$ cat config.mk
export PLATFORM = sky130hd
export DESIGN_NAME = vtpg_hash
export DESIGN_NICKNAME = d
export VERILOG_FILES = /design/src/design/vtpg_pkg.sv /design/src/design/vtpg_hash.sv
export SDC_FILE = /design/constraint.sdc
export NUM_CORES = 2
export LEC_CHECK = 0
export BUFFER_PORTS_ARGS = -buffer_cell sky130_fd_sc_hd__buf_2
export CAP_MARGIN = 20
export CORE_MARGIN = 2
export CORE_UTILIZATION = 60
export CTS_CLUSTER_DIAMETER = 50
export DETAILED_ROUTE_END_ITERATION = 6
export PLACE_DENSITY = 0.77
export SYNTH_ARGS = -nofsm -noshare
export SYNTH_HDL_FRONTEND = slang
export SYNTH_SLANG_ARGS = --single-unit
$ cat constraint.sdc
create_clock -name clk -period 10.6 [get_ports clk]
set_input_delay 3.18 -clock clk [delete_from_list [all_inputs] [get_ports clk]]
set_output_delay 3.18 -clock clk [all_outputs]
set_load 0.01 [all_outputs]
$ cat src/design/vtpg_pkg.sv
package vtpg_pkg;

  localparam int MAX_DIM_DEF = 4096;
  localparam int COORD_W     = 12;
  localparam int FRAME_W     = 32;
  localparam int CFG_W       = 32;
  localparam int CFG_IDX_W   = 3;
  localparam int DIM_CFG_W   = 13;
  localparam int CSIZE_W     = 12;

  // reciprocal of 7, exact for floor(w / 7) up to 16384
  localparam int                REC7_W  = 18;
  localparam int                REC7_SH = 20;
  localparam logic [REC7_W-1:0] REC7    = 18'd149797;

  localparam logic [CSIZE_W-1:0] CHECK_DEF = 12'd16;
  localparam logic [7:0]         GREY_HI   = 8'hE0;
  localparam logic [7:0]         GREY_LO   = 8'h20;
  localparam logic [7:0]         BAR_ON    = 8'hEB;

  localparam logic [31:0] HASH_KX = 32'h1E35A7BD;
  localparam logic [31:0] HASH_KY = 32'h94D049BB;
  localparam logic [31:0] HASH_KF = 32'hD1B54A35;
  localparam logic [31:0] HASH_K0 = 32'h9E3779B9;
  localparam logic [31:0] HASH_M1 = 32'h85EBCA6B;
  localparam logic [31:0] HASH_M2 = 32'hC2B2AE35;

  // unit latencies, counted from the input register
  localparam int HASH_LAT = 5;
  localparam int RAD_LAT  = 13;
  localparam int DIV_LAT  = COORD_W;
  localparam int ALIGN    = FRAME_W + 2;
  // accept edge to the edge that takes the result
  localparam int PIPE_LAT = FRAME_W + 5;

  typedef enum logic [2:0] {
    MODE_RAMP    = 3'd0,
    MODE_SOLID   = 3'd1,
    MODE_CHECK   = 3'd2,
    MODE_BARS    = 3'd3,
    MODE_RADIAL  = 3'd4,
    MODE_CORNERS = 3'd5,
    MODE_NOISE   = 3'd6,
    MODE_ANIM    = 3'd7
  } mode_t;

  typedef enum logic [CFG_IDX_W-1:0] {
    CFG_MODE    = 3'd0,
    CFG_WIDTH   = 3'd1,
    CFG_HEIGHT  = 3'd2,
    CFG_SOLID   = 3'd3,
    CFG_CHECK   = 3'd4,
    CFG_SEED    = 3'd5,
    CFG_ORDER   = 3'd6,
    CFG_OVERLAY = 3'd7
  } cfg_idx_t;

  typedef struct packed {
    logic [COORD_W-1:0] pixel_x;
    logic [COORD_W-1:0] pixel_y;
    logic [FRAME_W-1:0] frame_number;
  } in_item_t;

  typedef struct packed {
    logic [7:0] byte0;
    logic [7:0] byte1;
    logic [7:0] byte2;
    logic [7:0] byte3;
  } out_item_t;

  // returns {b, g, r}
  function automatic logic [23:0] bar_rgb(input logic [2:0] idx);
    logic [23:0] c;
    case (idx)
      3'd0:    c = {BAR_ON, BAR_ON, BAR_ON};
      3'd1:    c = {8'h00,  BAR_ON, BAR_ON};
      3'd2:    c = {BAR_ON, BAR_ON, 8'h00};
      3'd3:    c = {8'h00,  BAR_ON, 8'h00};
      3'd4:    c = {BAR_ON, 8'h00,  BAR_ON};
      3'd5:    c = {8'h00,  8'h00,  BAR_ON};
      default: c = {BAR_ON, 8'h00,  8'h00};
    endcase
    return c;
  endfunction

endpackage

$ cat src/design/vtpg_hash.sv
// per-pixel noise hash
module vtpg_hash
  import vtpg_pkg::*;
(
  input  logic               clk,
  input  logic [31:0]        seed_i,
  input  logic [COORD_W-1:0] x_i,
  input  logic [COORD_W-1:0] y_i,
  input  logic [FRAME_W-1:0] phase_i,
  output logic [31:0]        h_o
);

  logic [31:0] px_r, py_r, pf_r;
  logic [31:0] s2_r, s3_r, s4_r, s5_r;
  logic [31:0] v_a, v_b, s3_x;

  assign v_a  = (seed_i ^ px_r ^ py_r ^ pf_r) + HASH_K0;
  assign v_b  = v_a ^ (v_a >> 16);
  assign s3_x = s3_r ^ (s3_r >> 13);

  always_ff @(posedge clk) begin
    px_r <= 32'(x_i) * HASH_KX;
    py_r <= 32'(y_i) * HASH_KY;
    pf_r <= phase_i * HASH_KF;
    s2_r <= v_b;
    s3_r <= s2_r * HASH_M1;
    s4_r <= s3_x * HASH_M2;
    s5_r <= s4_r ^ (s4_r >> 16);
  end

  assign h_o = s5_r;

endmodule

==> flow_summary.toml <==
[detailed_routing]
wire_per_inst_um = 20.0
drt_iter0_markers = 1436
num_vias = 27600
viasPerCell = 5.31
ant_nets = 0
routed_wirelength_um = 104000
drcViolationCount = 0
firstDrtPassIters = 5

[grt]
grt-ovfl-total = 0
grt_use_total_pct = 30.6
grt_max_degree = 16
antenna_found_initial = 12
grt_pass1_wl_um = 165000
grt_pass1_vias = 30300

[synthesis]
ys_top_cells_by_count = "inv_1, ha_1, fa_1"
synth_area_per_cell_sq_um = 10.2
post-synth-top-count-cell = "inv_1"
yosysWarnings = 0
synth_top_area_share_pct = 35.9
postSynthNetCount = 5687
yosysSeqAreaShare_pct = 10.8
ys_types = 77
yosysTopAreaCell = "fa_1"
synth_flop_cell = "dfxtp_1"
synth_seq_cells = 224
syn_inst = 4087
syn_area_sq_um = 41600
synth_edf_count = 0
netlist_top_cells_area = "fa_1, ha_1, inv_1"
async_flop_share_pct = 0

[critical_path]
end_kind = "register"
rr_endpoint = "s4_r[30]$_DFF_P_"
worstSetupStartpointType = "primary input"
rrSetupSlack_ns = 2.77
crit_type = "primary input to register"
r2r_start = "s3_r[20]$_DFF_P_"
cp_max_fo = 6
cp.arrival_ns = 9.12
crit_start = "phase_i[14]"
required_ns = 11.07
r2r_cells = 23

[cts]
cts_buffers = 29
ctsResizeCount = 0
clk_pin_slew_ns = 0.06
htree_levels = 1
clkLatencyLatePin_ns = 0.56
cts_setup_buffers = 0
ctsHoldBuffers = 0
cts_tree = "built"
cts_root_buf = "clkbuf_16"
clockBufferDepth = 3
clkSinkCount = 224

[place]
place_congestion = 0.999
port_buffers = 120
dpl_cell_area_sq_um = 43300
hpwlAfterDp_um = 94400
post-place-ws_ns = 1.43

[status]
run_status = "finished clean"

[floorplanning]
initial_utilization_pct = 60.6
fp-row-count = 96
die_y_um = 267
chipWidth_um = 267
core_sq_um = 68600
dieArea_sq_um = 71400
io_pins = 121

[timing]
slew_violations = 0
period_share_pct = 81.6
final-setup-viol-count = 0
fin_crit_ns = 8.65
finalHoldViolCount = 0
clock_skew_ns = 0.0103
setup_ws_ns = 1.95
rsz0062_at_grt = "no"
clock.fmax_mhz = 116
setup_tns_ns = 0
tightest_slew_ns = 0.926
slew_headroom_pct = 38.1

[final_layout]
drive_gt1_share_pct = 5.19
final_nets = 5835
fin_area_sq_um = 44400
syn2layout_area_growth_pct = 6.80

[job]
maxCapViolations = 0

[min_path]
hold_depth = 0
min_path_type = "register to register"
min_from = "s4_r[21]$_DFF_P_"
whs_endpoint = "h_o[21]$_DFF_P_"
## placed cells by master (no fill, tap or decap), types with 7 or more instances in the layout
master	netlist	layout
and3_1	15	15
nand3_1	29	29
clkbuf_16	0	29
o31ai_1	8	8
xor2_1	97	97
ha_1	766	766
o21bai_1	12	12
buf_2	0	120
a31oi_1	11	11
a21boi_0	8	8
o21a_1	29	29
nor2b_1	13	13
a211oi_1	26	26
nor3_1	27	27
dfxtp_1	224	224
a21o_1	49	49
fa_1	745	745
o211ai_1	9	9
nand2b_1	14	14
xnor2_1	285	285
inv_1	1244	1244
or2_2	7	7
a21oi_1	112	112
nor2_1	100	100
or3_1	10	10
and2_1	11	11
nand2_1	65	65
a211o_1	8	8
xnor2_2	7	7
o21ai_0	50	50
nand4_1	8	8
## cell type report
type	count	area, sq um
flip-flops and latches	224	4480
inverters	1244	4670
well taps	931	1160
repair buffers	125	638
fillers	5555	24200
diodes	3	7.51
multi-input cells	2611	32400
clock inverters	21	277
clock buffers	33	771
## state kept, by name (all words and copies together) (netlist names)
signal and count:
px_r 32, s4_r 32, s3_r 32, pf_r 32
s2_r 32, h_o 32, py_r 32
## per-stage QoR
step / std cells / utilization [%] / hold WS (ns)
2_1_floorplan: 4087 / - / 0.349
3_3_place_gp: 5135 / 63.2 / 0.353
3_5_place_dp: 5135 / 63.2 / 0.355
4_1_cts: 5189 / 64.7 / 0.367
5_1_grt: 5191 / 64.7 / 0.370
6_report: 5192 / 64.7 / 0.364
## worst max-delay path by stage
stage	cells after the start	slack [ns]	endpoint
after global routing	22	1.70	pf_r[31]$_DFF_P_
after detailed placement	22	1.43	pf_r[31]$_DFF_P_
after global placement	22	1.54	pf_r[31]$_DFF_P_
after floorplan	21	1.98	pf_r[31]$_DFF_P_
final	22	1.95	pf_r[31]$_DFF_P_
after CTS	22	1.99	pf_r[31]$_DFF_P_
## kinds of logic after synthesis
| kind of cell | Yosys count | synth area share (%) |
|---|---|---|
| buffers and inverters | 1252 | 11.3 |
| adders and majority gates | 1511 | 59.0 |
| DFF | 224 | 10.8 |
| AOI/OAI and AO/OA | 380 | 6.40 |
| xor gates and xnor gates | 397 | 8.71 |
| muxes | 2 | 0.0482 |
| and+or+nand+nor | 321 | 3.78 |
## critical path: stages
cell and delay [ns]:
buf_2 0.14, ha_1 0.30, ha_1 0.32, fa_1 0.52
inv_1 0.05, fa_1 0.48, inv_1 0.05, fa_1 0.49
fa_1 0.51, fa_1 0.50, inv_1 0.05, fa_1 0.47
inv_1 0.04, ha_1 0.34, a21o_1 0.22, a21oi_1 0.25
nand3_1 0.10, o21a_1 0.22, o211ai_1 0.27, a31oi_1 0.20
nand4_1 0.16, nor4bb_1 0.26
## routing by layer
layer	global-route usage [%]	part of all wire, %	up-vias
met3	3.54	5.1	257
met5	0	0.048	-
li1	-	-	12800
met2	54.4	50	784
met1	36.9	39	13700
met4	14.8	5.9	8
Power is left out: the tool's default activity adds up to more than one toggle a clock period on the data nets, which glitch-free logic cannot reach.
