`config.mk`:
```
export PLATFORM = sky130hd
export DESIGN_NAME = vtpg_radial
export DESIGN_NICKNAME = d
export VERILOG_FILES = /design/src/design/vtpg_pkg.sv /design/src/design/vtpg_radial.sv
export SDC_FILE = /design/constraint.sdc
export NUM_CORES = 2
export LEC_CHECK = 0
export ABC_AREA = 1
export BUFFER_PORTS_ARGS = -buffer_cell sky130_fd_sc_hd__buf_2
export CELL_PAD_IN_SITES_DETAIL_PLACEMENT = 1
export CELL_PAD_IN_SITES_GLOBAL_PLACEMENT = 1
export CORE_MARGIN = 2
export CORE_UTILIZATION = 49
export DETAILED_ROUTE_END_ITERATION = 16
export MAX_ROUTING_LAYER = met4
export PLACE_DENSITY = 0.9
export SLEW_MARGIN = 20
export SYNTH_ARGS = -nofsm -noshare
export SYNTH_HDL_FRONTEND = slang
export SYNTH_SLANG_ARGS = --single-unit
export TNS_END_PERCENT = 30
```
`constraint.sdc`:
```
create_clock -name clk -period 5.7 [get_ports clk]
set_input_delay 0.57 -clock clk [delete_from_list [all_inputs] [get_ports clk]]
set_output_delay 0.57 -clock clk [all_outputs]
set_load 0.03 [all_outputs]
```
`src/design/vtpg_pkg.sv`:
```
package vtpg_pkg;

  localparam int MAX_DIM_DEF = 4096;
  localparam int COORD_W     = 12;
  localparam int FRAME_W     = 32;
  localparam int CFG_W       = 32;
  localparam int CFG_IDX_W   = 3;
  localparam int DIM_CFG_W   = 13;
  localparam int CSIZE_W     = 12;

  // reciprocal of 7, exact for floor(w / 7) up to 16384
  localparam int                REC7_W  = 18;
  localparam int                REC7_SH = 20;
  localparam logic [REC7_W-1:0] REC7    = 18'd149797;

  localparam logic [CSIZE_W-1:0] CHECK_DEF = 12'd16;
  localparam logic [7:0]         GREY_HI   = 8'hE0;
  localparam logic [7:0]         GREY_LO   = 8'h20;
  localparam logic [7:0]         BAR_ON    = 8'hEB;

  localparam logic [31:0] HASH_KX = 32'h1E35A7BD;
  localparam logic [31:0] HASH_KY = 32'h94D049BB;
  localparam logic [31:0] HASH_KF = 32'hD1B54A35;
  localparam logic [31:0] HASH_K0 = 32'h9E3779B9;
  localparam logic [31:0] HASH_M1 = 32'h85EBCA6B;
  localparam logic [31:0] HASH_M2 = 32'hC2B2AE35;

  // unit latencies, counted from the input register
  localparam int HASH_LAT = 5;
  localparam int RAD_LAT  = 13;
  localparam int DIV_LAT  = COORD_W;
  localparam int ALIGN    = FRAME_W + 2;
  // accept edge to the edge that takes the result
  localparam int PIPE_LAT = FRAME_W + 5;

  typedef enum logic [2:0] {
    MODE_RAMP    = 3'd0,
    MODE_SOLID   = 3'd1,
    MODE_CHECK   = 3'd2,
    MODE_BARS    = 3'd3,
    MODE_RADIAL  = 3'd4,
    MODE_CORNERS = 3'd5,
    MODE_NOISE   = 3'd6,
    MODE_ANIM    = 3'd7
  } mode_t;

  typedef enum logic [CFG_IDX_W-1:0] {
    CFG_MODE    = 3'd0,
    CFG_WIDTH   = 3'd1,
    CFG_HEIGHT  = 3'd2,
    CFG_SOLID   = 3'd3,
    CFG_CHECK   = 3'd4,
    CFG_SEED    = 3'd5,
    CFG_ORDER   = 3'd6,
    CFG_OVERLAY = 3'd7
  } cfg_idx_t;

  typedef struct packed {
    logic [COORD_W-1:0] pixel_x;
    logic [COORD_W-1:0] pixel_y;
    logic [FRAME_W-1:0] frame_number;
  } in_item_t;

  typedef struct packed {
    logic [7:0] byte0;
    logic [7:0] byte1;
    logic [7:0] byte2;
    logic [7:0] byte3;
  } out_item_t;

  // returns {b, g, r}
  function automatic logic [23:0] bar_rgb(input logic [2:0] idx);
    logic [23:0] c;
    case (idx)
      3'd0:    c = {BAR_ON, BAR_ON, BAR_ON};
      3'd1:    c = {8'h00,  BAR_ON, BAR_ON};
      3'd2:    c = {BAR_ON, BAR_ON, 8'h00};
      3'd3:    c = {8'h00,  BAR_ON, 8'h00};
      3'd4:    c = {BAR_ON, 8'h00,  BAR_ON};
      3'd5:    c = {8'h00,  8'h00,  BAR_ON};
      default: c = {BAR_ON, 8'h00,  8'h00};
    endcase
    return c;
  endfunction

endpackage

```
`src/design/vtpg_radial.sv`:
```
// radial gradient level t = min(255, r2*255 / maxr2)
module vtpg_radial
  import vtpg_pkg::*;
#(
  parameter int DW = 13
) (
  input  logic               clk,
  input  logic [COORD_W-1:0] x_i,
  input  logic [COORD_W-1:0] y_i,
  input  logic [DW-1:0]      w_i,
  input  logic [DW-1:0]      h_i,
  output logic [7:0]         t_o
);

  localparam int PW  = (DW > COORD_W) ? DW : COORD_W;
  localparam int SW  = 2 * PW + 1;
  localparam int NRW = SW + 8;
  localparam int CXW = DW - 1;
  localparam int MRW = 2 * CXW + 1;
  localparam int QB  = 9;

  logic [CXW-1:0]   cx, cy;
  logic [2*CXW-1:0] cx2_r, cy2_r;
  logic [MRW-1:0]   msum, maxr2_r;

  assign cx   = CXW'(w_i >> 1);
  assign cy   = CXW'(h_i >> 1);
  assign msum = MRW'(cx2_r) + MRW'(cy2_r);

  // frame constants, settled long before an item reaches the divide steps
  always_ff @(posedge clk) begin
    cx2_r   <= (2*CXW)'(cx) * (2*CXW)'(cx);
    cy2_r   <= (2*CXW)'(cy) * (2*CXW)'(cy);
    maxr2_r <= (msum == '0) ? MRW'(1) : msum;
  end

  logic [PW-1:0]   xp, yp, cxp, cyp;
  logic [PW-1:0]   dx_r, dy_r;
  logic [2*PW-1:0] sx_r, sy_r;
  logic [SW-1:0]   r2_r;
  logic [NRW-1:0]  n_r;

  assign xp  = PW'(x_i);
  assign yp  = PW'(y_i);
  assign cxp = PW'(cx);
  assign cyp = PW'(cy);

  always_ff @(posedge clk) begin
    dx_r <= (xp >= cxp) ? (xp - cxp) : (cxp - xp);
    dy_r <= (yp >= cyp) ? (yp - cyp) : (cyp - yp);
    sx_r <= (2*PW)'(dx_r) * (2*PW)'(dx_r);
    sy_r <= (2*PW)'(dy_r) * (2*PW)'(dy_r);
    r2_r <= SW'(sx_r) + SW'(sy_r);
    n_r  <= (NRW'(r2_r) << 8) - NRW'(r2_r);
  end

  // top step is the saturation test against maxr2 * 256
  logic [NRW-1:0] rem_r [QB];
  logic [QB-1:0]  q_r   [QB];

  for (genvar i = 0; i < QB; i++) begin : g_st
    logic [NRW-1:0] rem_in;
    logic [QB-1:0]  q_in;
    logic [NRW-1:0] sh;
    logic           fits;

    if (i == 0) begin : g_first
      assign rem_in = n_r;
      assign q_in   = '0;
    end else begin : g_next
      assign rem_in = rem_r[i-1];
      assign q_in   = q_r[i-1];
    end

    assign sh   = NRW'(maxr2_r) << (QB - 1 - i);
    assign fits = (rem_in >= sh);

    always_ff @(posedge clk) begin
      rem_r[i] <= fits ? (rem_in - sh) : rem_in;
      q_r[i]   <= {q_in[QB-2:0], fits};
    end
  end

  assign t_o = q_r[QB-1][QB-1] ? 8'hFF : q_r[QB-1][7:0];

endmodule

```
==> results.toml <==
[yosys]
syn-cell-area_um2 = 51500
postSynthCellCount = 7125
ys_seq_area_frac = 0.208
synth_area_leaders = "dfxtp_1, fa_1, ha_1"
synth_edf_count = 0
synth_common_cells = "nand2_1, inv_1, ha_1"
async_reset_ff_frac = 0
synth_warnings = 0
yosysMostFrequentCell = "nand2_1"
syn_nets = 8138
synth_seq_cells = 534
ys_types = 52
netlist.area_leader.share = 0.208
synth_ff_type = "dfxtp_1"
syn-mean-instance-area_um2 = 7.23
netlist.top_cell.by_area = "dfxtp_1"

[setup_path]
worst_r2r_startpoint = "dx_r[3]"
r2r_end = "sx_r[20]"
end_kind = "register"
cpMostUsedCell = "fa_1"
critical-path-top-delay-family = "adder cells"
worstPathCellList = "buf_4 -> nand2_1 -> fa_1 -> fa_1 -> inv_1 -> fa_1 -> fa_1 -> inv_1 -> fa_1 -> inv_1 -> ha_1 -> a21oi_1 -> o21ai_0 -> a21oi_1 -> o21ai_0 -> nand2_1 -> nand2_1 -> nand3_1 -> nand2_1 -> xor2_1"
cpMaxStageDelayCell = "fa_1"
cp.buffers_inverters = 4
slowest_delay_ns = 0.58
critical_path_class = "reg2reg"
cp_max_fo = 8
critical_path_required_ns = 6.30
cp.arrival_ns = 6.06
critical_path.startpoint_type = "register"
r2r_slack_ns = 0.23
r2r_cells = 20

[timing]
slew_viol_final = 0
finClkSkew_ns = 0.0197
worstMarginPinSlew_ns = 1.21
rsz0062_at_grt = "false"
post-route-min-period_ns = 5.47
finalCritPeriodShare = 0.959
max_freq_mhz = 183
hold_viol = 0
setup_viol = 0
relSlewSlack = 0.190

[die]
chipWidth_um = 328
start_util = 0.495
die_height_um = 328
core_area_um2 = 104000
die_area_um2 = 108000
row_count = 118
io_pins = 59

[cts]
cts_tree = "built"
insertion_delay_ns = 0.69
clk_pin_slew_worst_paths_ns = 0.07
htreeDepth = 2
cts_hold_buffers = 0
clock_sinks = 534
postCtsSetupRepairBufs = 0
cts_buffers = 58
cts-root-buf = "clkbuf_16"
cts_buffer_depth = 3

[placement]
place_hpwl_um = 145000
placed_cells = 8497
gp_congestion = 0.970
portBuffers = 56

[routing]
ant_nets = 0
drt_iter0_markers = 2684
vias = 47800
firstDrtPassIters = 6
vias_per_cell = 5.55
wl_um = 178000
wl_per_cell_um = 20.6
drc = 0

[cells_and_area]
final_cells = 8617
drive_gt1_frac = 0.0388
syn2layout_area_growth_pct = 7.76
nNetsFinal = 8190

[worst_hold_path]
worstHoldStart = "y_i[0]"
hold_end = "dy_r[0]"
min_path_type = "in2reg"
whs_path_depth = 4

[global_route]
grt_first_pass_wirelength_um = 280000
antenna_found_initial = 11
grt_max_degree = 53
grt_usage = 0.339
grt_remaining_overflow = 0
grt_pass1_vias = 52800

[run]
maxCapViolCount = 0

[outcome]
status = "complete, no violations"
-- per-stage QoR --
stage | setup slack [ns] | hold slack (ns) | setup TNS [ns] | cell area (um^2) | util
after global placement | 0.322 | 0.311 | 0 | 53400 | 0.513
after floorplan | 0.465 | 0.310 | 0 | 51500 | -
final | 0.233 | 0.274 | 0 | 55500 | 0.534
after CTS | 0.127 | 0.243 | 0 | 55400 | 0.533
after global routing | 0.0124 | 0.269 | 0 | 55500 | 0.534
after detailed placement | -0.0220 | 0.313 | -0.0220 | 53400 | 0.513
-- flip-flops by register name (all words and copies together), names as in the netlist --
signal,flops
cy2_r,23
r2_r,27
sx_r,25
rem_r,280
g_st.rem_in,35
cx2_r,23
q_r,45
dy_r,13
maxr2_r,25
dx_r,13
sy_r,25
-- kinds of logic after synthesis --
family / share of synthesized area
buffers and inverters: 0.110
and+or+nand+nor: 0.210
adders and majority gates: 0.288
AOI/OAI and AO/OA: 0.120
muxes: 0.000219
xor gates and xnor gates: 0.0641
DFF: 0.208
-- worst max path at each step --
stage	from	endpoint	slack (ns)	cells past startpoint
floorplan	h_i[11]	cy2_r[20]	0.46	20
global placement	h_i[4]	cy2_r[23]	0.32	20
detailed placement	h_i[4]	cy2_r[23]	-0.02	20
CTS	dx_r[6]	sx_r[20]	0.13	19
global route	dx_r[3]	sx_r[20]	0.01	20
finish	dx_r[3]	sx_r[20]	0.23	20
-- repair_timing --
action                                 4_1_cts  5_1_grt
gates resized for setup                      0       13
endpoints found under the hold margin        0        0
setup endpoints to repair                    0        4
-- tightest hold or removal path: stages --
cell and delay, ns:
buf_2 0.12, inv_1 0.05, ha_1 0.14, inv_1 0.04
-- layout by cell type (no fill, tap or decap), types with 18 or more instances in the layout --
cell type,instances
a21o_1,52
a21oi_1,453
a31oi_1,52
buf_2,56
buf_4,52
clkbuf_16,58
dfxtp_1,522
fa_1,370
ha_1,592
inv_1,1372
nand2_1,1682
nand3_1,225
nand3b_1,27
nand4_1,65
nor2_1,490
nor3_1,80
nor4_1,30
o211ai_1,27
o21a_1,18
o21ai_0,363
o21ai_1,35
o21bai_1,43
or2_2,26
xnor2_1,171
xor2_1,206
-- per-layer routing --
metal  part of all wire  global-route usage  vias to the layer above
met5                  0                   -                        -
met1               0.39               0.361                    23400
met3              0.038              0.0387                      597
met2               0.50               0.597                     1244
met4              0.074               0.216                        0
li1                   -                   -                    22600
-- final cells by class --
class	instances	area, um^2
clock inverters	40	527
well taps	1380	1730
flip-flops and latches	534	10700
multi-input cells	5098	35100
diodes	12	30.0
fillers	13500	48500
clock buffers	68	1540
inverters	1377	5170
repair buffers	108	671
Power is left out: the tool's default activity adds up to more than one toggle a clock period on the data nets, which glitch-free logic cannot reach.
