<file path="src/design/vtpg_pkg.sv">
package vtpg_pkg;

  localparam int MAX_DIM_DEF = 4096;
  localparam int COORD_W     = 12;
  localparam int FRAME_W     = 32;
  localparam int CFG_W       = 32;
  localparam int CFG_IDX_W   = 3;
  localparam int DIM_CFG_W   = 13;
  localparam int CSIZE_W     = 12;

  // reciprocal of 7, exact for floor(w / 7) up to 16384
  localparam int                REC7_W  = 18;
  localparam int                REC7_SH = 20;
  localparam logic [REC7_W-1:0] REC7    = 18'd149797;

  localparam logic [CSIZE_W-1:0] CHECK_DEF = 12'd16;
  localparam logic [7:0]         GREY_HI   = 8'hE0;
  localparam logic [7:0]         GREY_LO   = 8'h20;
  localparam logic [7:0]         BAR_ON    = 8'hEB;

  localparam logic [31:0] HASH_KX = 32'h1E35A7BD;
  localparam logic [31:0] HASH_KY = 32'h94D049BB;
  localparam logic [31:0] HASH_KF = 32'hD1B54A35;
  localparam logic [31:0] HASH_K0 = 32'h9E3779B9;
  localparam logic [31:0] HASH_M1 = 32'h85EBCA6B;
  localparam logic [31:0] HASH_M2 = 32'hC2B2AE35;

  // unit latencies, counted from the input register
  localparam int HASH_LAT = 5;
  localparam int RAD_LAT  = 13;
  localparam int DIV_LAT  = COORD_W;
  localparam int ALIGN    = FRAME_W + 2;
  // accept edge to the edge that takes the result
  localparam int PIPE_LAT = FRAME_W + 5;

  typedef enum logic [2:0] {
    MODE_RAMP    = 3'd0,
    MODE_SOLID   = 3'd1,
    MODE_CHECK   = 3'd2,
    MODE_BARS    = 3'd3,
    MODE_RADIAL  = 3'd4,
    MODE_CORNERS = 3'd5,
    MODE_NOISE   = 3'd6,
    MODE_ANIM    = 3'd7
  } mode_t;

  typedef enum logic [CFG_IDX_W-1:0] {
    CFG_MODE    = 3'd0,
    CFG_WIDTH   = 3'd1,
    CFG_HEIGHT  = 3'd2,
    CFG_SOLID   = 3'd3,
    CFG_CHECK   = 3'd4,
    CFG_SEED    = 3'd5,
    CFG_ORDER   = 3'd6,
    CFG_OVERLAY = 3'd7
  } cfg_idx_t;

  typedef struct packed {
    logic [COORD_W-1:0] pixel_x;
    logic [COORD_W-1:0] pixel_y;
    logic [FRAME_W-1:0] frame_number;
  } in_item_t;

  typedef struct packed {
    logic [7:0] byte0;
    logic [7:0] byte1;
    logic [7:0] byte2;
    logic [7:0] byte3;
  } out_item_t;

  // returns {b, g, r}
  function automatic logic [23:0] bar_rgb(input logic [2:0] idx);
    logic [23:0] c;
    case (idx)
      3'd0:    c = {BAR_ON, BAR_ON, BAR_ON};
      3'd1:    c = {8'h00,  BAR_ON, BAR_ON};
      3'd2:    c = {BAR_ON, BAR_ON, 8'h00};
      3'd3:    c = {8'h00,  BAR_ON, 8'h00};
      3'd4:    c = {BAR_ON, 8'h00,  BAR_ON};
      3'd5:    c = {8'h00,  8'h00,  BAR_ON};
      default: c = {BAR_ON, 8'h00,  8'h00};
    endcase
    return c;
  endfunction

endpackage

</file>
<file path="src/design/vtpg_div.sv">
// restoring divider, one quotient bit per stage
module vtpg_div
  import vtpg_pkg::*;
#(
  parameter int NW  = 12,
  parameter int DDW = 12
) (
  input  logic           clk,
  input  logic [NW-1:0]  num_i,
  input  logic [DDW-1:0] den_i,
  output logic [NW-1:0]  quo_o,
  output logic [DDW-1:0] rem_o
);

  logic [NW-1:0]  num_r [NW];
  logic [NW-1:0]  quo_r [NW];
  logic [DDW-1:0] rem_r [NW];

  for (genvar i = 0; i < NW; i++) begin : g_st
    logic [NW-1:0]  num_in;
    logic [NW-1:0]  quo_in;
    logic [DDW-1:0] rem_in;
    logic [DDW:0]   trial;
    logic           fits;

    if (i == 0) begin : g_first
      assign num_in = num_i;
      assign quo_in = '0;
      assign rem_in = '0;
    end else begin : g_next
      assign num_in = num_r[i-1];
      assign quo_in = quo_r[i-1];
      assign rem_in = rem_r[i-1];
    end

    assign trial = {rem_in, num_in[NW-1]};
    assign fits  = (trial >= {1'b0, den_i});

    always_ff @(posedge clk) begin
      num_r[i] <= num_in << 1;
      quo_r[i] <= {quo_in[NW-2:0], fits};
      rem_r[i] <= fits ? DDW'(trial - {1'b0, den_i}) : trial[DDW-1:0];
    end
  end

  assign quo_o = quo_r[NW-1];
  assign rem_o = rem_r[NW-1];

endmodule

</file>
<file path="config.mk">
export PLATFORM = sky130hd
export DESIGN_NAME = vtpg_div
export DESIGN_NICKNAME = d
export VERILOG_FILES = /design/src/design/vtpg_pkg.sv /design/src/design/vtpg_div.sv
export SDC_FILE = /design/constraint.sdc
export NUM_CORES = 1
export LEC_CHECK = 0
export ABC_CLOCK_PERIOD_IN_PS = 5720
export BUFFER_PORTS_ARGS = -buffer_cell sky130_fd_sc_hd__buf_2
export CAP_MARGIN = 20
export CORE_MARGIN = 8
export CORE_UTILIZATION = 45
export CTS_BUF_LIST = sky130_fd_sc_hd__clkbuf_16
export DETAILED_ROUTE_END_ITERATION = 6
export GPL_ROUTABILITY_DRIVEN = 1
export PLACE_DENSITY = 0.57
export SYNTH_ARGS = -nofsm -noshare
export SYNTH_HDL_FRONTEND = slang
export SYNTH_SLANG_ARGS = --single-unit
</file>
<file path="constraint.sdc">
create_clock -name clk -period 5.72 [get_ports clk]
set_input_delay 0.858 -clock clk [delete_from_list [all_inputs] [get_ports clk]]
set_output_delay 0.858 -clock clk [all_outputs]
set_load 0.05 [all_outputs]
</file>
==> results of run 1 <==
[cells in the mapped netlist, drive strengths merged, types with 2 or more instances]
cell / count
o41a: 9
a311o: 3
a211oi: 4
xor2: 41
nand2b: 20
and3: 16
nor3: 14
nand3: 42
o311a: 5
fa: 11
and2: 8
o21a: 22
a21oi: 98
or2: 10
o31ai: 6
nand2: 40
o31a: 16
a21o: 53
or3: 6
inv: 67
nand4: 2
buf: 8
dfxtp: 288
o311ai: 10
a2111oi: 9
a31oi: 7
xnor2: 46
clkbuf: 9
ha: 134
o21ai: 54
nor2: 56
nor4: 14
mux2: 91
nor2b: 25
a31o: 5
mux2i: 20
[routing by layer]
metal	GRT usage (%)	vias to the layer above
met5	0	-
met4	4.24	0
met3	2.75	40
met2	25.6	148
met1	21.3	4261
li1	-	4759
[flip-flops by register name, indices dropped and copies added, names as in the netlist]
register and cells:
quo_r 78, num_r 66, rem_r 144
[placed cells by master, fill, tap and decap left out, types with 20 or more instances in the layout]
| cell | instances |
|---|---|
| mux2i_1 | 20 |
| nor2b_1 | 24 |
| nand2b_1 | 20 |
| o21a_1 | 22 |
| clkbuf_16 | 31 |
| dfxtp_1 | 288 |
| o21ai_0 | 54 |
| xnor2_1 | 46 |
| nor2_1 | 56 |
| buf_2 | 48 |
| nand3_1 | 42 |
| a21oi_1 | 96 |
| xor2_1 | 41 |
| mux2_2 | 84 |
| inv_1 | 74 |
| ha_1 | 134 |
| nand2_1 | 40 |
| a21o_1 | 53 |
[worst paths after layout]
kind / start / end / slack, ns / depth (start not counted)
setup / recovery: den_i[1] / rem_r[2][27] / 1.77 / 10
hold / removal: quo_r[1][14] / quo_r[1][27] / 0.32 / 0
setup reg to reg: rem_r[2][12] / rem_r[2][27] / 2.66 / 8
hold reg to reg: quo_r[1][14] / quo_r[1][27] / 0.32 / 0
[power groups by stage]
| stage | combinational [µW] | clock, µW | sequential [µW] |
|---|---|---|---|
| 2_1_floorplan | 2070 | 0 | 2760 |
| 3_3_place_gp | 2720 | 0 | 2610 |
| 3_5_place_dp | 2750 | 0 | 2610 |
| 4_1_cts | 2780 | 1970 | 2570 |
| 5_1_grt | 3080 | 2050 | 2600 |
| 6_report | 2780 | 1900 | 2560 |
[final cells by class]
class / count / area, µm²
Fill cell: 2680 / 14400
Multi-Input combinational cell: 904 / 7310
Sequential cell: 288 / 5770
Clock buffer: 31 / 776
Tap cell: 390 / 488
Timing Repair Buffer: 59 / 330
Inverter: 67 / 251
Clock inverter: 25 / 205
[stage by stage]
stage                     total power [µW]  cells  hold slack (ns)  area [µm²]
final                                 7240   1764            0.317       15100
after CTS                             7320   1762            0.320       15100
after floorplan                       4830   1276            0.310       13400
after global placement                5330   1704            0.310       14100
after detailed placement              5360   1706            0.312       14100
after global routing                  7730   1764            0.324       15100
[kinds of logic (layout without fill, tap and decap cells)]
group | after synthesis | in the layout | share of synthesized area, %
DFF | 288 | 288 | 43.0
and+or+nand+nor | 255 | 255 | 9.73
buffers and inverters | 84 | 182 | 2.59
xor gates and xnor gates | 87 | 87 | 5.69
muxes | 111 | 111 | 9.34
adders and majority gates | 145 | 145 | 14.2
AOI/OAI and AO/OA | 306 | 306 | 15.5
==> run metrics, run 1 <==
run status completed; met2 routed WL around 13,000 µm; CP max stage cell a2111oi_4; Max FO, Critical Path 17; startpoint types input pin; MaxCap Viol Count 0; area grow syn2layout 12.9%; Final nets roughly 1,500; Seq cells post-synth roughly 290; Worst-Skew Late Latency approximately 0.54 ns; GRT overflow 0; register area share after synthesis a little over two fifths; Internal between 4000 and 5000 µW; Routed wire per std cell approximately 16 µm; worst min path class reg2reg; Sw Ratio between 30% and 40%; VDD IR max ~220 µV; CTS root buf clkbuf_16; share of layout cells above drive strength 1 ~16%; Final Critical Period 3.95 ns; Sw Pwr 2420 µW; clock power share about a quarter; CTS tree done; synthesized area between 10,000 and 15,000 µm²; number of antenna violations at the first check in global routing 0; DRC 0; Final ANT Viol Nets 0; DP Wirelength 20,400 µm; CP top delay family compound AO/OA/AOI/OAI gates; leak pwr between 0.006 and 0.007 µW; PortBufs 48; Crit path required time around 6 ns; clock sinks 288; fin crit share between 60% and 70%; Core Area just under 30,000 µm²; Highest Signal Layer met4; vias after detailed routing just over 9,000; cts bufs inserted 31; TNS Setup 0 ns; Reg power frac between 30% and 40%; Die H approximately 190 µm; CTS clk-pin slew, worst paths 0.06 ns; Post-synth top flop dfxtp_1; setup bufs post-CTS 0; die area ~36,000 µm²; EDFF count, synth 0; vias in the first global route between 9,000 and 10,000; H-tree Lvls 1; DRT iter0 DRCs between 300 and 400; Yosys warning count 0; worst slew pin tran roughly 1.0 ns; Cell Pwr Density between 400 and 500 nW/µm²; largest net degree at the start of global routing 21; Pre-Repair DR Iteration Count 5; clock skew about 0.0075 ns; synthesized area per cell approximately 10 µm²; PostCTS Resize Cnt 0; Final Max Tran Viols 0; DRT Wirelength about 29,000 µm; Distinct cells, synth 51; Comb power frac a little under two fifths; critical path class in2reg; Inserted Diodes 0; routability cong. roughly 0.85; worst-path cell chain buf_2 > inv_1 > ha_1 > nor2b_4 > o31a_1 > or3_4 > a21oi_4 > a21oi_2 > a2111oi_4 > mux2_2; I/O pin count 49; syn nets between 1,000 and 1,500; CTS Buffer Depth 3; unrepaired setup endpoints after global routing false; crit-path max cell delay just over 0.9 ns; Bufs and invs on worst path 2; WL met3 1270 µm; Crit. End Element register; ranking of synthesized cells by area dfxtp_1 (43%), ha_1 (13%), mux2_2 (7.1%); count of final setup violators 0; Cells after Synth roughly 1,300; Site Rows 63; M1 WL 14,100 µm; cts hold-fix bufs 0; highest clock rate ~250 MHz; Yosys top cell by area dfxtp_1; global-route wire length before repair 46,700 µm; Post-Place Worst Slack roughly 1.1 ns; worst path arrival time ~4.4 ns; fin util between 50 and 60%; Yosys top cell area share between 40% and 50%; vias per cell approximately 5.2; Fin. Hold Viols 0; FFs w/ async S/R, synth 0%; overall global routing resource usage ~16%; Final WS setup about 1.8 ns; Max-Slew Margin vs Limit ~31%; Die W about 190 µm; Initial Util a little under half
No activity file was read; power rests on OpenSTA's default activity.
==> run 2, diff against run 1 <==
--- a/config.mk
+++ b/config.mk
@@ -5,7 +5,7 @@
 export SDC_FILE = /design/constraint.sdc
 export NUM_CORES = 1
 export LEC_CHECK = 0
-export ABC_CLOCK_PERIOD_IN_PS = 5720
+export ABC_CLOCK_PERIOD_IN_PS = 3300
 export BUFFER_PORTS_ARGS = -buffer_cell sky130_fd_sc_hd__buf_2
 export CAP_MARGIN = 20
 export CORE_MARGIN = 8
@@ -13,7 +13,7 @@
 export CTS_BUF_LIST = sky130_fd_sc_hd__clkbuf_16
 export DETAILED_ROUTE_END_ITERATION = 6
 export GPL_ROUTABILITY_DRIVEN = 1
-export PLACE_DENSITY = 0.57
+export PLACE_DENSITY = 0.59
 export SYNTH_ARGS = -nofsm -noshare
 export SYNTH_HDL_FRONTEND = slang
 export SYNTH_SLANG_ARGS = --single-unit
==> constraint.sdc (replaced) <==
create_clock -name clk -period 3.3 [get_ports clk]
set_input_delay 0.495 -clock clk [delete_from_list [all_inputs] [get_ports clk]]
set_output_delay 0.495 -clock clk [all_outputs]
set_load 0.05 [all_outputs]
==> run metrics, run 2 (synthesis results as in run 1) <==
Worst-Skew Late Latency 0.51 ns (was 0.54 ns); I/O pin count 49 (unchanged); Crit path required time 3.68 ns (was 6.15 ns); fill count 2,593 (was 2,680); startpoint types input pin (unchanged); count of final setup violators 0 (unchanged); cts hold-fix bufs 0 (unchanged); area grow syn2layout 18.1% (was 12.9%); Bufs and invs on worst path 4 (was 2); Inserted Diodes 0 (unchanged); Fin. Hold Viols 0 (unchanged); overall global routing resource usage 16.6% (was 15.8%); DRC 3 (was 0); Placed Instance Area 14,700 µm² (was 14,100 µm²); Final ANT Viol Nets 0 (unchanged); worst min path class in2reg (was reg2reg); Largest register FFs 144 (unchanged); Initial Util 45.4% (unchanged); worst slew pin tran 0.623 ns (was 1.04 ns); fin crit share slightly below 90%; number of antenna violations at the first check in global routing 0 (unchanged); Pre-Repair DR Iteration Count 7 (was 5); run status complete, but fails checks (was completed); biggest registers after layout rem_r: 144 flops, quo_r: 78 flops, num_r: 66 flops (unchanged); Routed wire per std cell 16.1 µm (was 16.2 µm); global-route wire length before repair 48,800 µm (was 46,700 µm); PostCTS Resize Cnt 0 (unchanged); worst r2r path cells 9 (was 8); setup bufs post-CTS 0 (unchanged); vias after detailed routing 9,523 (was 9,208); DP Wirelength 21,400 µm (was 20,400 µm); DRT Wirelength 29,400 µm (was 28,600 µm); final instance area 15,800 µm² (was 15,100 µm²); routability cong. 0.842 (was 0.845); CP Depth 12 (was 10); TNS Setup 0 ns (unchanged); failing checks design-rule violations; Die W 189 µm (unchanged); CTS root buf clkbuf_16 (unchanged); CTS clk-pin slew, worst paths 0.05 ns (was 0.06 ns); clock skew 0.0175 ns (was 0.00755 ns); vias per cell 5.22 (about the same); crit-path max cell delay 0.56 ns (was 0.93 ns); vias in the first global route 9,696 (was 9,245); Crit. End Element register (unchanged); Die H 189 µm (unchanged); CTS Buffer Depth 3 (unchanged); highest clock rate between 300 and 400 MHz; clock sinks 288 (unchanged); worst path arrival time 3.26 ns (was 4.38 ns); cts bufs inserted 34 (was 31); CP top delay family compound AO/OA/AOI/OAI gates (unchanged); Largest Register rem_r (unchanged); GRT overflow 0 (unchanged); Cell Pwr Density 838 nW/µm² (was 479 nW/µm²); CTS tree done (unchanged); DRT iter0 DRCs 549 (was 354); CP max stage cell a2111oi_0 (was a2111oi_4); Final nets 1,585 (was 1,521); Max-Slew Margin vs Limit 58.2% (was 30.9%); worst-path cell chain buf_2 > inv_1 > buf_4 > ha_1 > a21o_1 > a21o_1 > a21oi_1 > nor2_1 > a2111oi_0 > o31ai_2 > buf_6 > mux2_2 (was buf_2 > inv_1 > ha_1 > nor2b_4 > o31a_1 > or3_4 > a21oi_4 > a21oi_2 > a2111oi_4 > mux2_2); share of layout cells above drive strength 1 20.4% (was 16.3%); cell mode on critical path a21o_1; Site Rows 63 (unchanged); fin util 53.7% (was 51.3%); MaxCap Viol Count 0 (unchanged); VDD IR max 428 µV (was 222 µV); most frequent cells in the layout dfxtp_1 (288), ha_1 (134), a21oi_1 (96), mux2_2 (84), inv_1 (69) (was dfxtp_1 (288), ha_1 (134), a21oi_1 (96), mux2_2 (84), inv_1 (74)); leak pwr 0.00733 µW (was 0.00696 µW); PortBufs 48 (unchanged); Final Critical Period 2.88 ns; critical path class in2reg (unchanged); largest net degree at the start of global routing 17 (was 21); die area 35,500 µm² (unchanged); Max FO, Critical Path 8 (was 17); H-tree Lvls 2 (was 1); commonest non-fill, non-tap cell in the layout dfxtp_1 (unchanged); hold depth 1 (was 0); Final Max Tran Viols 0 (unchanged); unrepaired setup endpoints after global routing false (unchanged); Core Area 29,500 µm² (unchanged)
==> run 2: final timing paths <==
| path | from | to | slack (ns) |
|---|---|---|---|
| setup reg to reg | rem_r[0][17] | rem_r[0][31] | 0.51 |
| hold / removal | num_i[5] | num_r[0][5] | 0.09 |
| hold reg to reg | num_r[4][6] | num_r[5][7] | 0.31 |
| setup / recovery | den_i[6] | rem_r[1][38] | 0.42 |
==> run 2: per-stage QoR <==
stage / hold slack, ns / setup WS (ns) / total power (µW) / cells
final: 0.0931 / 0.421 / 13300 / 1826
after global routing: 0.0732 / 0.261 / 14100 / 1826
after CTS: 0.0714 / 0.421 / 13400 / 1824
after detailed placement: 0.312 / -0.0602 / 9530 / 1767
after global placement: 0.310 / -0.148 / 9440 / 1765
after floorplan: 0.310 / 0.266 / 8360 / 1276
==> run 2: worst register-to-register path: cells and delay by family, from the launching register on <==
family | cells | cell delay (ns)
buffers and inverters | 1 | 0.24
AO/OA/AOI/OAI | 5 | 1.42
AND/OR/NAND/NOR | 1 | 0.06
flip-flops | 1 | 0.33
multiplexers | 1 | 0.28
adder cells (fa/ha/maj) | 1 | 0.34
==> run 2: where the power goes <==
group / internal [µW] / leakage, µW / switching (µW)
clock network: 2320 / 0.000551 / 1440
registers: 4140 / 0.00239 / 289
logic: 2460 / 0.00440 / 2600
==> run 2: final cells by class <==
type / count / area, µm² / area share [%]
Multi-Input combinational cell: 904 / 7310 / 46.2
Sequential cell: 288 / 5770 / 36.4
Clock buffer: 35 / 876 / 5.54
Timing Repair Buffer: 120 / 863 / 5.46
Tap cell: 390 / 488 / 3.08
Clock inverter: 22 / 259 / 1.64
Inverter: 67 / 251 / 1.59
==> run 2: layer usage <==
metal / share of wire (%) / GRT usage, % / wire length (µm) / up-vias
met5: 0 / 0 / 0 / -
met4: 3.8 / 7.07 / 1100 / 0
met3: 4.0 / 2.88 / 1180 / 72
met2: 45 / 26.9 / 13200 / 172
met1: 47 / 21.4 / 13900 / 4394
li1: - / - / - / 4885
==> run 3, diff against run 2 <==
--- a/config.mk
+++ b/config.mk
@@ -6,14 +6,13 @@
 export NUM_CORES = 1
 export LEC_CHECK = 0
 export ABC_CLOCK_PERIOD_IN_PS = 3300
-export BUFFER_PORTS_ARGS = -buffer_cell sky130_fd_sc_hd__buf_2
 export CAP_MARGIN = 20
 export CORE_MARGIN = 8
 export CORE_UTILIZATION = 45
-export CTS_BUF_LIST = sky130_fd_sc_hd__clkbuf_16
 export DETAILED_ROUTE_END_ITERATION = 6
+export DONT_BUFFER_PORTS = 1
 export GPL_ROUTABILITY_DRIVEN = 1
-export PLACE_DENSITY = 0.59
+export PLACE_DENSITY = 0.58
 export SYNTH_ARGS = -nofsm -noshare
 export SYNTH_HDL_FRONTEND = slang
 export SYNTH_SLANG_ARGS = --single-unit
==> run metrics, run 3 (synthesis results as in run 1) <==
run status completed (was complete, but fails checks); Initial Util 45.4% (unchanged); area grow syn2layout 17.8% (was 18.1%); vias in the first global route 9,262 (was 9,696); Fin. Hold Viols 0 (unchanged); clock sinks 288 (unchanged); vias per cell 5.22 (about the same); Worst-Skew Late Latency 0.51 ns (about the same); CTS clk-pin slew, worst paths 0.06 ns (was 0.05 ns); Inserted Diodes 0 (unchanged); Final ANT Viol Nets 0 (unchanged); unrepaired setup endpoints after global routing false (unchanged); MaxCap Viol Count 0 (unchanged); DRC 0 (was 3); most frequent cells in the layout dfxtp_1 (288), ha_1 (134), a21oi_1 (96), mux2_2 (84), buf_4 (68) (was dfxtp_1 (288), ha_1 (134), a21oi_1 (96), mux2_2 (84), inv_1 (69)); PostCTS Resize Cnt 0 (unchanged); Largest register FFs 144 (unchanged); highest clock rate 335 MHz (was 347 MHz); area of the multi-input gates 7310 µm² (unchanged); count of final setup violators 0 (unchanged); CP top delay family compound AO/OA/AOI/OAI gates (unchanged); global-route wire length before repair 47,500 µm (was 48,800 µm); I/O pin count 49 (unchanged); Hold Path Origin den_i[11] (was num_i[5]); H-tree Lvls 2 (unchanged); DP Wirelength 21,300 µm (was 21,400 µm); setup bufs post-CTS 0 (unchanged); overall global routing resource usage 16.3% (was 16.6%); vias after detailed routing 9,362 (was 9,523); Final Critical Period 2.98 ns (was 2.88 ns); Final Max Tran Viols 0 (unchanged); CTS root buf clkbuf_16 (unchanged); share of layout cells above drive strength 1 17.9% (was 20.4%); hold slack 0.0700 ns (was 0.0931 ns); TNS Setup 0 ns (unchanged); Die W 189 µm (unchanged); RR Startpoint rem_r[0][17] (unchanged); fin crit share 90.4% (was 87.3%); worst min path class in2reg (unchanged); Crit. End Element register (unchanged); Core Area 29,500 µm² (unchanged); critical path class in2reg (unchanged); gr busiest metal met2 (unchanged); biggest registers after layout rem_r: 144 flops, quo_r: 78 flops, num_r: 66 flops (unchanged); met3 GRT Util 2.81% (was 2.88%); worst setup path start den_i[6] (unchanged); cts bufs inserted 35 (was 34); FF/Latch Area 5770 µm² (unchanged); worst path arrival time 3.37 ns (was 3.26 ns); met1 Track Usage GR 20.9% (was 21.4%); startpoint types input pin (unchanged); worst-path cell chain inv_1 > buf_4 > ha_1 > a21o_1 > a21o_1 > a21oi_1 > nor2_1 > a2111oi_0 > o31ai_2 > buf_4 > mux2_2 (was buf_2 > inv_1 > buf_4 > ha_1 > a21o_1 > a21o_1 > a21oi_1 > nor2_1 > a2111oi_0 > o31ai_2 > buf_6 > mux2_2); CTS Buffer Depth 3 (unchanged); Pre-Repair DR Iteration Count 4 (was 7); GRT overflow 0 (unchanged); Site Rows 63 (unchanged); PortBufs 0 (was 48); largest net degree at the start of global routing 21 (was 17); Cell Pwr Density 852 nW/µm² (was 838 nW/µm²); Crit path required time 3.69 ns (was 3.68 ns); CP max stage cell a2111oi_0 (unchanged); commonest non-fill, non-tap cell in the layout dfxtp_1 (unchanged); Routed wire per std cell 16.2 µm (was 16.1 µm); Max-Slew Margin vs Limit 47.9% (was 58.2%); Die H 189 µm (unchanged); die area 35,500 µm² (unchanged); leak pwr 0.00724 µW (was 0.00733 µW); fill count 2,589 (was 2,593); Max FO, Critical Path 8 (unchanged); DRT iter0 DRCs 487 (was 549); crit-path max cell delay 0.58 ns (was 0.56 ns); Final nets 1,549 (was 1,585); number of antenna violations at the first check in global routing 0 (unchanged); Largest Register rem_r (unchanged); cts hold-fix bufs 11 (was 0); GR met2 Demand/Resource 27.6% (was 26.9%); clock skew 0.0111 ns (was 0.0175 ns); Bufs and invs on worst path 3 (was 4); worst slew pin tran 0.781 ns (was 0.623 ns); DRT Wirelength 29,000 µm (was 29,400 µm); CTS tree done (unchanged); VDD IR max 402 µV (was 428 µV); routability cong. 0.845 (was 0.842)
==> run 3: cell types whose count changed in the layout (fill, tap and decap cells not counted), moves of 3 or more <==
cell	before	now
buf_2	48	0
dlygate4sd3_1	0	11
clkbuf_8	0	7
buf_4	64	68
buf_12	6	3
clkbuf_1	0	3
clkinv_4	3	0
==> run 3: where the power goes <==
| part | switching [µW] | internal [µW] | total [µW] |
|---|---|---|---|
| Combinational | 2110 | 2370 | 4480 |
| Sequential | 707 | 4140 | 4850 |
| Clock | 1450 | 2670 | 4120 |
| Total | 4280 | 9180 | 13500 |
==> run 3: stage by stage <==
step,cell area (µm²),power [µW],instances,setup slack (ns),utilization (%)
finish,15800,13500,1795,0.316,53.5
CTS,15800,13600,1791,0.370,53.4
global route,15800,14300,1795,0.185,53.5
floorplan,13400,8360,1276,0.266,-
detailed placement,14400,9360,1717,-0.156,48.7
global placement,14400,9300,1715,-0.0487,48.7
==> run 3: area by class of cell <==
cell class	count	share of cell area, %
Multi-Input combinational cell	904	46.3
Sequential cell	288	36.5
Clock inverter	16	1.53
Timing Repair Buffer	83	4.38
Tap cell	390	3.09
Clock buffer	47	6.55
Inverter	67	1.59
==> run 3: per-layer routing <==
layer / part of all wire (%) / up-vias
met4: 2.0 / 0
met2: 47 / 136
met3: 3.8 / 54
met5: 0 / -
met1: 47 / 4357
li1: - / 4815
==> run 3: final timing paths <==
path | end | slack [ns] | cells after the start
max reg2reg | rem_r[0][34] | 0.40 | 9
max | rem_r[0][34] | 0.32 | 11
min reg2reg | quo_r[1][14] | 0.32 | 0
min | rem_r[0][4] | 0.07 | 1
